## src/bounded_byte_stream_fifo_assert.svh

```systemverilog
// Assertion macros for the bounded byte stream FIFO
`ifndef BOUNDED_BYTE_STREAM_FIFO_ASSERT_SVH
`define BOUNDED_BYTE_STREAM_FIFO_ASSERT_SVH

// same-cycle implication, checked on clk, quiet in reset
`define BBSF_ASSERT_IMP(lbl, a, c) \
  lbl: assert property (@(posedge clk) disable iff (rst) (a) |-> (c)) \
    else $error("bbsf assertion failed");

// next-cycle implication, checked on clk, quiet in reset
`define BBSF_ASSERT_NXT(lbl, a, c) \
  lbl: assert property (@(posedge clk) disable iff (rst) (a) |=> (c)) \
    else $error("bbsf assertion failed");

`endif

```

## src/bbsf_pkg.sv

```systemverilog
// Shared types and constants for the bounded byte stream FIFO
package bbsf_pkg;

  localparam int MAX_OUT = 64;
  localparam int MAX_AW  = 12;

  typedef enum logic [2:0] {
    CMD_WRITE  = 3'd0,
    CMD_PEEK   = 3'd1,
    CMD_POP    = 3'd2,
    CMD_READ   = 3'd3,
    CMD_END    = 3'd4,
    CMD_STATUS = 3'd5
  } cmd_t;

  typedef struct packed {
    logic [2:0] command;
    logic [7:0] data_byte;
    logic [6:0] length;
  } request_t;

  typedef struct packed {
    logic [7:0]  out_byte;
    logic        has_byte;
    logic        last;
    logic        accepted;
    logic [6:0]  stored_count;
    logic        stream_eof;
    logic        ended;
    logic        error_flag;
    logic [31:0] total_written;
    logic [31:0] total_read;
  } result_t;

  typedef struct packed {
    logic        accepted;
    logic [6:0]  stored_count;
    logic        stream_eof;
    logic        ended;
    logic        error_flag;
    logic [31:0] total_written;
    logic [31:0] total_read;
  } status_t;

  typedef struct packed {
    logic              burst;
    logic [MAX_AW-1:0] start;
    logic [6:0]        count;
    status_t           st;
  } job_t;

  typedef struct packed {
    logic              en;
    logic [MAX_AW-1:0] addr;
    logic [7:0]        data;
  } wr_t;

endpackage

```

## src/bbsf_front.sv

```systemverilog
// Front end: takes commands, keeps the stream bookkeeping, issues jobs
module bbsf_front import bbsf_pkg::*; #(
  parameter int DEPTH = 64
) (
  input  logic       clk,
  input  logic       rst,
  input  logic       push,
  input  request_t   request,
  output logic       full,
  input  logic       cfg_valid,
  output logic       cfg_ready,
  input  logic [6:0] cfg_data,
  input  logic       q_full,
  input  logic       burst_busy,
  output logic       job_push,
  output job_t       job,
  output wr_t        wr,
  output logic       error_state
);

  localparam int AW = $clog2(DEPTH);
  localparam int SW = (AW + 2 > 8) ? AW + 2 : 8;

  logic [AW-1:0] head, head_next;
  logic [6:0]    fill, fill_next;
  logic          done, done_next;
  logic          err, err_next;
  logic [31:0]   wtot, wtot_next;
  logic [31:0]   rtot, rtot_next;
  logic [6:0]    capacity;

  logic          accept;
  logic          cap_ok;
  logic          over;
  logic [6:0]    m_len;
  logic [6:0]    n_len;
  logic [6:0]    drop;
  logic          inc;
  logic          burst;
  logic [SW-1:0] wsum, wwrap;
  logic [SW-1:0] hsum, hwrap;
  logic [32:0]   wadd, radd;

  assign cfg_ready = 1'b1;
  assign full      = q_full | burst_busy;
  assign accept    = push & ~full;

  assign cap_ok = (SW'(fill) < SW'(capacity)) && (SW'(fill) < SW'(DEPTH));
  assign over   = request.length > fill;
  assign m_len  = over ? fill : request.length;
  assign n_len  = (m_len > 7'(MAX_OUT)) ? 7'(MAX_OUT) : m_len;

  assign wsum  = SW'(head) + SW'(fill);
  assign wwrap = (wsum >= SW'(DEPTH)) ? wsum - SW'(DEPTH) : wsum;

  always_comb begin
    inc      = 1'b0;
    drop     = '0;
    burst    = 1'b0;
    err_next = err;
    done_next = done;
    case (request.command)
      CMD_WRITE: begin
        inc = ~err & cap_ok;
      end
      CMD_PEEK: begin
        burst = ~err && (n_len != '0);
      end
      CMD_READ: begin
        if (!err) begin
          burst = (n_len != '0);
          drop  = n_len;
          if (over) err_next = 1'b1;
        end
      end
      CMD_POP: begin
        if (!err) begin
          drop = m_len;
          if (over) err_next = 1'b1;
        end
      end
      CMD_END: begin
        done_next = 1'b1;
      end
      default: begin
      end
    endcase
  end

  assign hsum      = SW'(head) + SW'(drop);
  assign hwrap     = (hsum >= SW'(DEPTH)) ? hsum - SW'(DEPTH) : hsum;
  assign head_next = hwrap[AW-1:0];
  assign fill_next = fill + 7'(inc) - drop;

  // saturating totals
  assign wadd      = {1'b0, wtot} + 33'(inc);
  assign radd      = {1'b0, rtot} + 33'(drop);
  assign wtot_next = wadd[32] ? 32'hFFFF_FFFF : wadd[31:0];
  assign rtot_next = radd[32] ? 32'hFFFF_FFFF : radd[31:0];

  assign job_push             = accept;
  assign job.burst            = burst;
  assign job.start            = MAX_AW'(head);
  assign job.count            = n_len;
  assign job.st.accepted      = inc;
  assign job.st.stored_count  = fill_next;
  assign job.st.stream_eof    = done_next && (fill_next == '0);
  assign job.st.ended         = done_next;
  assign job.st.error_flag    = err_next;
  assign job.st.total_written = wtot_next;
  assign job.st.total_read    = rtot_next;

  assign wr.en   = accept & inc;
  assign wr.addr = MAX_AW'(wwrap[AW-1:0]);
  assign wr.data = request.data_byte;

  assign error_state = err;

  always_ff @(posedge clk) begin
    if (rst) begin
      head     <= '0;
      fill     <= '0;
      done     <= 1'b0;
      err      <= 1'b0;
      wtot     <= '0;
      rtot     <= '0;
      capacity <= 7'd64;
    end else begin
      if (cfg_valid && cfg_ready) capacity <= cfg_data;
      if (accept) begin
        head <= head_next;
        fill <= fill_next;
        done <= done_next;
        err  <= err_next;
        wtot <= wtot_next;
        rtot <= rtot_next;
      end
    end
  end

endmodule

```

## src/bbsf_jobq.sv

```systemverilog
// Two-entry job queue between front and back
module bbsf_jobq import bbsf_pkg::*; (
  input  logic clk,
  input  logic rst,
  input  logic push,
  input  job_t item,
  output logic full,
  input  logic pop,
  output job_t head_item,
  output logic empty,
  output logic burst_queued
);

  job_t       ent [2];
  logic       wp, rp;
  logic [1:0] cnt;

  assign full      = (cnt == 2'd2);
  assign empty     = (cnt == 2'd0);
  assign head_item = ent[rp];
  assign burst_queued = ((cnt != 2'd0) && ent[rp].burst) ||
                        ((cnt == 2'd2) && ent[~rp].burst);

  always_ff @(posedge clk) begin
    if (push && !full) ent[wp] <= item;
  end

  always_ff @(posedge clk) begin
    if (rst) begin
      wp  <= 1'b0;
      rp  <= 1'b0;
      cnt <= '0;
    end else begin
      if (push && !full) wp <= ~wp;
      if (pop && !empty) rp <= ~rp;
      cnt <= cnt + 2'(push && !full) - 2'(pop && !empty);
    end
  end

endmodule

```

## src/bbsf_back.sv

```systemverilog
// Back end: byte store, job sequencer and result buffer
module bbsf_back import bbsf_pkg::*; #(
  parameter int DEPTH = 64
) (
  input  logic    clk,
  input  logic    rst,
  input  wr_t     wr,
  input  job_t    job,
  input  logic    job_empty,
  output logic    job_pop,
  output logic    burst_active,
  output result_t result,
  output logic    empty,
  input  logic    pop
);

  localparam int AW   = $clog2(DEPTH);
  localparam int OB_N = 4;

  typedef struct packed {
    logic    burst;
    logic    last;
    status_t st;
  } s1_t;

  logic [7:0]    mem [DEPTH];
  logic [7:0]    rdata;

  job_t          cur;
  logic          act;
  logic [6:0]    idx;
  logic [AW-1:0] raddr;

  logic          s1v;
  s1_t           s1;

  result_t       obuf [OB_N];
  result_t       ob_in;
  logic [1:0]    owp, orp;
  logic [2:0]    ocnt;

  logic credit, issue, is_last, fin, take, opop;

  assign credit  = ({1'b0, ocnt} + 4'(s1v)) < 4'(OB_N);
  assign issue   = act & credit;
  assign is_last = ~cur.burst || (idx == cur.count - 7'd1);
  assign fin     = issue & is_last;
  assign take    = ~job_empty & (~act | fin);
  assign job_pop = take;
  assign burst_active = act & cur.burst;

  always_ff @(posedge clk) begin
    if (wr.en) mem[wr.addr[AW-1:0]] <= wr.data;
    if (issue && cur.burst) rdata <= mem[raddr];
  end

  always_ff @(posedge clk) begin
    if (rst) begin
      act <= 1'b0;
      s1v <= 1'b0;
    end else begin
      if (take) act <= 1'b1;
      else if (fin) act <= 1'b0;
      s1v <= issue;
    end
  end

  always_ff @(posedge clk) begin
    if (take) begin
      cur   <= job;
      idx   <= '0;
      raddr <= job.start[AW-1:0];
    end else if (issue) begin
      idx   <= idx + 7'd1;
      raddr <= (raddr == AW'(DEPTH - 1)) ? '0 : raddr + AW'(1);
    end
    if (issue) begin
      s1.burst <= cur.burst;
      s1.last  <= is_last;
      s1.st    <= cur.st;
    end
  end

  assign ob_in.out_byte      = s1.burst ? rdata : 8'd0;
  assign ob_in.has_byte      = s1.burst;
  assign ob_in.last          = s1.last;
  assign ob_in.accepted      = s1.st.accepted;
  assign ob_in.stored_count  = s1.st.stored_count;
  assign ob_in.stream_eof    = s1.st.stream_eof;
  assign ob_in.ended         = s1.st.ended;
  assign ob_in.error_flag    = s1.st.error_flag;
  assign ob_in.total_written = s1.st.total_written;
  assign ob_in.total_read    = s1.st.total_read;

  // credit check keeps the buffer from overflowing
  assign empty  = (ocnt == 3'd0);
  assign opop   = pop & ~empty;
  assign result = obuf[orp];

  always_ff @(posedge clk) begin
    if (s1v) obuf[owp] <= ob_in;
  end

  always_ff @(posedge clk) begin
    if (rst) begin
      owp  <= '0;
      orp  <= '0;
      ocnt <= '0;
    end else begin
      if (s1v) owp <= owp + 2'd1;
      if (opop) orp <= orp + 2'd1;
      ocnt <= ocnt + 3'(s1v) - 3'(opop);
    end
  end

endmodule

```

## src/bounded_byte_stream_fifo.sv

```systemverilog
// Top level of the bounded byte stream FIFO
//
// Usage:
//  - Command beats enter on push/request and are taken while full is low.
//    Commands: write byte, peek, pop, read, end input, status.
//  - Result beats leave on result while empty is low; pop takes one beat.
//    Peek and read give one beat per delivered byte, last on the final one;
//    every other command gives a single beat with has_byte low.
//  - Capacity is written on cfg_valid/cfg_data (cfg_ready is always high);
//    the user must do so only while the block is idle; no check enforces it.
//  - A command's first result goes through the job queue, the sequencer's
//    job register, stage s1 and the result buffer. While that buffer has
//    room, a peek or read gives one byte per cycle from the single read port.
//  - Throughput: one command per cycle while the job queue has room and no
//    byte burst is pending; while a burst is queued or being read out, full
//    stays high so that no write can overwrite bytes still to be delivered.
//  - A stalled receiver fills the four-beat result buffer; the sequencer
//    then waits, the two-entry job queue fills and full rises.
//  - Reset clears all bookkeeping and queues; the byte store itself is not
//    cleared and needs no clearing pass.
module bounded_byte_stream_fifo import bbsf_pkg::*; #(
  parameter int DEPTH = 64
) (
  input  logic       clk,
  input  logic       rst,
  input  logic       push,
  input  request_t   request,
  output logic       full,
  output result_t    result,
  output logic       empty,
  input  logic       pop,
  input  logic       cfg_valid,
  output logic       cfg_ready,
  input  logic [6:0] cfg_data
);

  `include "bounded_byte_stream_fifo_assert.svh"

  job_t job_in, job_out;
  wr_t  wr;
  logic job_push, q_full, q_empty, job_pop;
  logic burst_queued, burst_active, burst_busy;
  logic error_state;

  assign burst_busy = burst_queued | burst_active;

  bbsf_front #(.DEPTH(DEPTH)) u_front (
    .clk         (clk),
    .rst         (rst),
    .push        (push),
    .request     (request),
    .full        (full),
    .cfg_valid   (cfg_valid),
    .cfg_ready   (cfg_ready),
    .cfg_data    (cfg_data),
    .q_full      (q_full),
    .burst_busy  (burst_busy),
    .job_push    (job_push),
    .job         (job_in),
    .wr          (wr),
    .error_state (error_state)
  );

  bbsf_jobq u_jobq (
    .clk          (clk),
    .rst          (rst),
    .push         (job_push),
    .item         (job_in),
    .full         (q_full),
    .pop          (job_pop),
    .head_item    (job_out),
    .empty        (q_empty),
    .burst_queued (burst_queued)
  );

  bbsf_back #(.DEPTH(DEPTH)) u_back (
    .clk          (clk),
    .rst          (rst),
    .wr           (wr),
    .job          (job_out),
    .job_empty    (q_empty),
    .job_pop      (job_pop),
    .burst_active (burst_active),
    .result       (result),
    .empty        (empty),
    .pop          (pop)
  );

  // store writes never overlap a pending byte burst
  `BBSF_ASSERT_IMP(a_no_write_in_burst, wr.en, !burst_busy)
  // a byte beat never reports a stored write
  `BBSF_ASSERT_IMP(a_byte_not_accepted, !empty && result.has_byte, !result.accepted)
  // error is sticky
  `BBSF_ASSERT_NXT(a_error_sticky, error_state, error_state)

endmodule
```

## config.mk

```make
export PLATFORM = sky130hd
export DESIGN_NAME = bounded_byte_stream_fifo
export DESIGN_NICKNAME = d
export VERILOG_FILES = /design/src/bbsf_pkg.sv /design/src/bbsf_front.sv /design/src/bbsf_jobq.sv /design/src/bbsf_back.sv /design/src/bounded_byte_stream_fifo.sv
export VERILOG_INCLUDE_DIRS = /design/src /design/src/src
export SDC_FILE = /design/constraint.sdc
export NUM_CORES = 1
export LEC_CHECK = 0
export BUFFER_PORTS_ARGS = -buffer_cell sky130_fd_sc_hd__buf_2
export CAP_MARGIN = 40
export CORE_AREA = 2 2 511 259
export CTS_BUF_LIST = sky130_fd_sc_hd__clkbuf_8
export CTS_CLUSTER_DIAMETER = 30
export CTS_CLUSTER_SIZE = 28
export DETAILED_ROUTE_END_ITERATION = 8
export DIE_AREA = 0 0 513 261
export PLACE_DENSITY = 0.52
export SETUP_SLACK_MARGIN = 0.3
export SYNTH_ARGS = -nofsm -noshare
export SYNTH_HDL_FRONTEND = slang
export SYNTH_SLANG_ARGS = --single-unit
```

## constraint.sdc

```tcl
create_clock -name clk -period 12 [get_ports clk]
set_clock_uncertainty 0.05 [all_clocks]
set_input_delay 3 -clock clk [delete_from_list [all_inputs] [get_ports clk]]
set_output_delay 3 -clock clk [all_outputs]
set_load 0.05 [all_outputs]
```

==> impl_metrics.env <==
export IMPL_fin_nets=3126
export IMPL_timing_fmax_mhz=142
export IMPL_cts_sinks=1313
export IMPL_dieArea_sq_um=134000
export IMPL_syn_num_nets=2873
export IMPL_track_usage=0.181
export IMPL_synth_seq_cells=1313
export IMPL_antenna_found_initial=12
export IMPL_cp_slowest_cell="nand4b_1"
export IMPL_crit_path_end_kind="flop"
export IMPL_drv_slew=0
export IMPL_finalHoldViolations=0
export IMPL_grt_pass1_vias=26762
export IMPL_crit_required_ps=12720
export IMPL_setup_viol=0
export IMPL_synth_ff_type="edfxtp_1"
export IMPL_synth_top_area_frac=0.701
export IMPL_power_density_nw_per_um2=234
export IMPL_ios=118
export IMPL_grt_overflow_total=0
export IMPL_hold_class="flop to flop"
export IMPL_vdd_ir_drop_max_uv=175
export IMPL_grt_pass1_wl_microns=179000
export IMPL_areaGrowthSynthToFinish_pct=13.7
export IMPL_io_buffers=116
export IMPL_ys_warn_count=0
export IMPL_drtIter0Drc=2951
export IMPL_async_flop_share=0
export IMPL_dr_pass1_iters=5
export IMPL_leakagePower_nw=19.4
export IMPL_cp_cell_sequence="buf_2 > ha_1 > nand4_1 > a21oi_1 > nor4_4 > nor2_2 > a21oi_1 > nor3_1 > ha_1 > fa_1 > a21o_1 > a21oi_1 > o21ai_0 > nand4b_1 > and2_1 > a311oi_1"
export IMPL_clkTransAtPathRegs_ps=90
export IMPL_max_cap_viol_count=0
export IMPL_worstPathBufferInverterCount=1
export IMPL_synth_largest_area_cell="edfxtp_1"
export IMPL_grt_max_degree=107
export IMPL_hold_buffers=0
export IMPL_grt_setup_unrepaired="no"
export IMPL_start_util=0.397
export IMPL_cts_tree="built"
export IMPL_cts_max_path_buffers=3
export IMPL_layout_worst_path_cycle_share=0.585
export IMPL_die_h_microns=261
export IMPL_yosysSeqAreaShare=0.744
export IMPL_syn_inst=2782
export IMPL_netlist_area_sq_um=51600
export IMPL_drtAntennaViolNets=0
export IMPL_status="finished, final reports clean"
export IMPL_num_vias=26797
export IMPL_worst_pin_slew_ps=914
export IMPL_place_congestion=0.912
export IMPL_clk_latency_ps=880
export IMPL_drc=0
export IMPL_cp_start_kind="input pin"
export IMPL_h_tree_depth=4
export IMPL_cts_setup_buffers=0
export IMPL_dp_cells=4601
export IMPL_place_hpwl_microns=77800
export IMPL_tns_ps=0
export IMPL_via_per_inst=5.46
export IMPL_cts_root_buf="clkbuf_8"
export IMPL_drive_gt1_frac=0.271
export IMPL_ys_top_cells_by_area="edfxtp_1, mux4_2, dfxtp_1, mux2_2, ha_1"
export IMPL_wl_microns=122000
export IMPL_critPathArrivalTime_ps=7740
export IMPL_synth_enable_flop_cells=1204
export IMPL_critPathMaxStageDelay_ps=640
export IMPL_maxSlewHeadroom=0.386
export IMPL_ys_types=69
export IMPL_cts_resized=0
export IMPL_fp_dieW_microns=513
export IMPL_instances_no_fill=4906
export IMPL_worstPathMaxFanout=13
export IMPL_coreArea_sq_um=130000
export IMPL_crit_top_cell="a21oi_1"
export IMPL_fin_crit_ps=7020
export IMPL_syn_avg_cell_area_sq_um=18.5
export IMPL_cts_made_buffers=159
export IMPL_std_cell_rows=94
export IMPL_wire_per_inst_microns=24.8
export IMPL_critPathTopFamily="simple AND/OR/NAND/NOR gates"
export IMPL_setup_worst_path_class="input pin to flop"
-- sequential cells by signal (all words and copies together), names as in the netlist, 2 cells and up, named ones only --
register,cells
u_back.mem,512
u_jobq.ent,178
u_back.cur,83
u_back.ocnt,3
u_front.rtot,32
u_front.head,6
u_back.orp,2
u_back.obuf,340
u_front.capacity,7
u_back.ob_in,77
u_back.idx,7
u_front.fill,7
u_back.raddr,6
u_front.wtot,32
u_back.owp,2
u_back.rdata,8
u_jobq.cnt,2
-- path summary, 6_finish.rpt --
path / endpoint / slack (ps) / from / cells past startpoint
setup / recovery: u_front.rtot[16] / 4980 / request[5] / 16
hold / removal: u_back.ob_in[69] / 360 / u_back.cur[69] / 0
setup reg to reg: u_front.wtot[8] / 6130 / u_front.fill[1] / 17
hold reg to reg: u_back.ob_in[69] / 360 / u_back.cur[69] / 0
-- cells in the mapped netlist (all sizes together), types with 36 or more instances --
| master | number |
|---|---|
| ha | 56 |
| mux2i | 53 |
| buf | 67 |
| nand3 | 36 |
| inv | 56 |
| edfxtp | 1204 |
| mux4 | 229 |
| nand2 | 127 |
| a21oi | 97 |
| xnor2 | 62 |
| mux2 | 88 |
| dfxtp | 109 |
| nor4 | 75 |
| nor2 | 119 |
| clkbuf | 68 |
-- final cells by class --
type	instances	area (sq um)
well taps	1728	2160
inverters	58	220
flip-flops and latches	1313	38300
clock buffers	161	2220
repair buffers	227	1580
diodes	7	17.5
fillers	11029	71400
clock inverters	136	1540
multi-input cells	1276	12500
-- per-layer routing --
metal / share of wire / track usage / routed length, microns / vias to the layer above
met5: 0 / 0 / 0 / -
met4: 0.019 / 0.0506 / 2310 / 0
met3: 0.075 / 0.0414 / 9160 / 187
met2: 0.39 / 0.233 / 47500 / 960
met1: 0.52 / 0.300 / 62900 / 13941
li1: - / - / - / 11709
-- kinds of logic after synthesis --
| group | count (synthesis) | synth area share |
|---|---|---|
| compound gates | 247 | 0.0308 |
| flops | 1313 | 0.744 |
| mux | 370 | 0.130 |
| fa+ha+maj | 61 | 0.0155 |
| other cells | 1 | 0.0000727 |
| buf+inv | 193 | 0.0151 |
| xor+xnor | 89 | 0.0154 |
| simple gates | 508 | 0.0500 |
-- report_power, final --
group          total (W)  internal, W  switching [W]
Clock            0.00367      0.00175        0.00192
Sequential       0.00619      0.00586       0.000336
Combinational    0.00383      0.00133        0.00250
Total             0.0137      0.00894        0.00475
-- cells in the final DEF, fill, tap and decap left out, types with 53 or more instances in the layout --
| cell type | synthesis | routed |
|---|---|---|
| nand2_1 | 127 | 127 |
| mux4_2 | 229 | 229 |
| ha_1 | 56 | 56 |
| clkbuf_8 | 0 | 161 |
| nor4_1 | 72 | 68 |
| dfxtp_1 | 109 | 106 |
| mux2i_1 | 53 | 53 |
| nor2_1 | 118 | 117 |
| a21oi_1 | 97 | 96 |
| buf_2 | 37 | 117 |
| mux2_2 | 87 | 87 |
| buf_4 | 2 | 100 |
| inv_1 | 55 | 60 |
| edfxtp_1 | 1204 | 1204 |
| xnor2_1 | 62 | 62 |
-- stage by stage --
stage	setup slack [ps]	hold slack [ps]	total power [W]	area [sq um]	util
5_1_grt	4750	375	0.0143	58600	0.451
6_report	4980	356	0.0137	58600	0.451
3_5_place_dp	4180	355	0.0101	54800	0.422
2_1_floorplan	4090	350	0.00872	51600	-
3_3_place_gp	4290	354	0.0100	54600	0.420
4_1_cts	5170	362	0.0138	58600	0.451
Power figures use the tool's default switching activity.
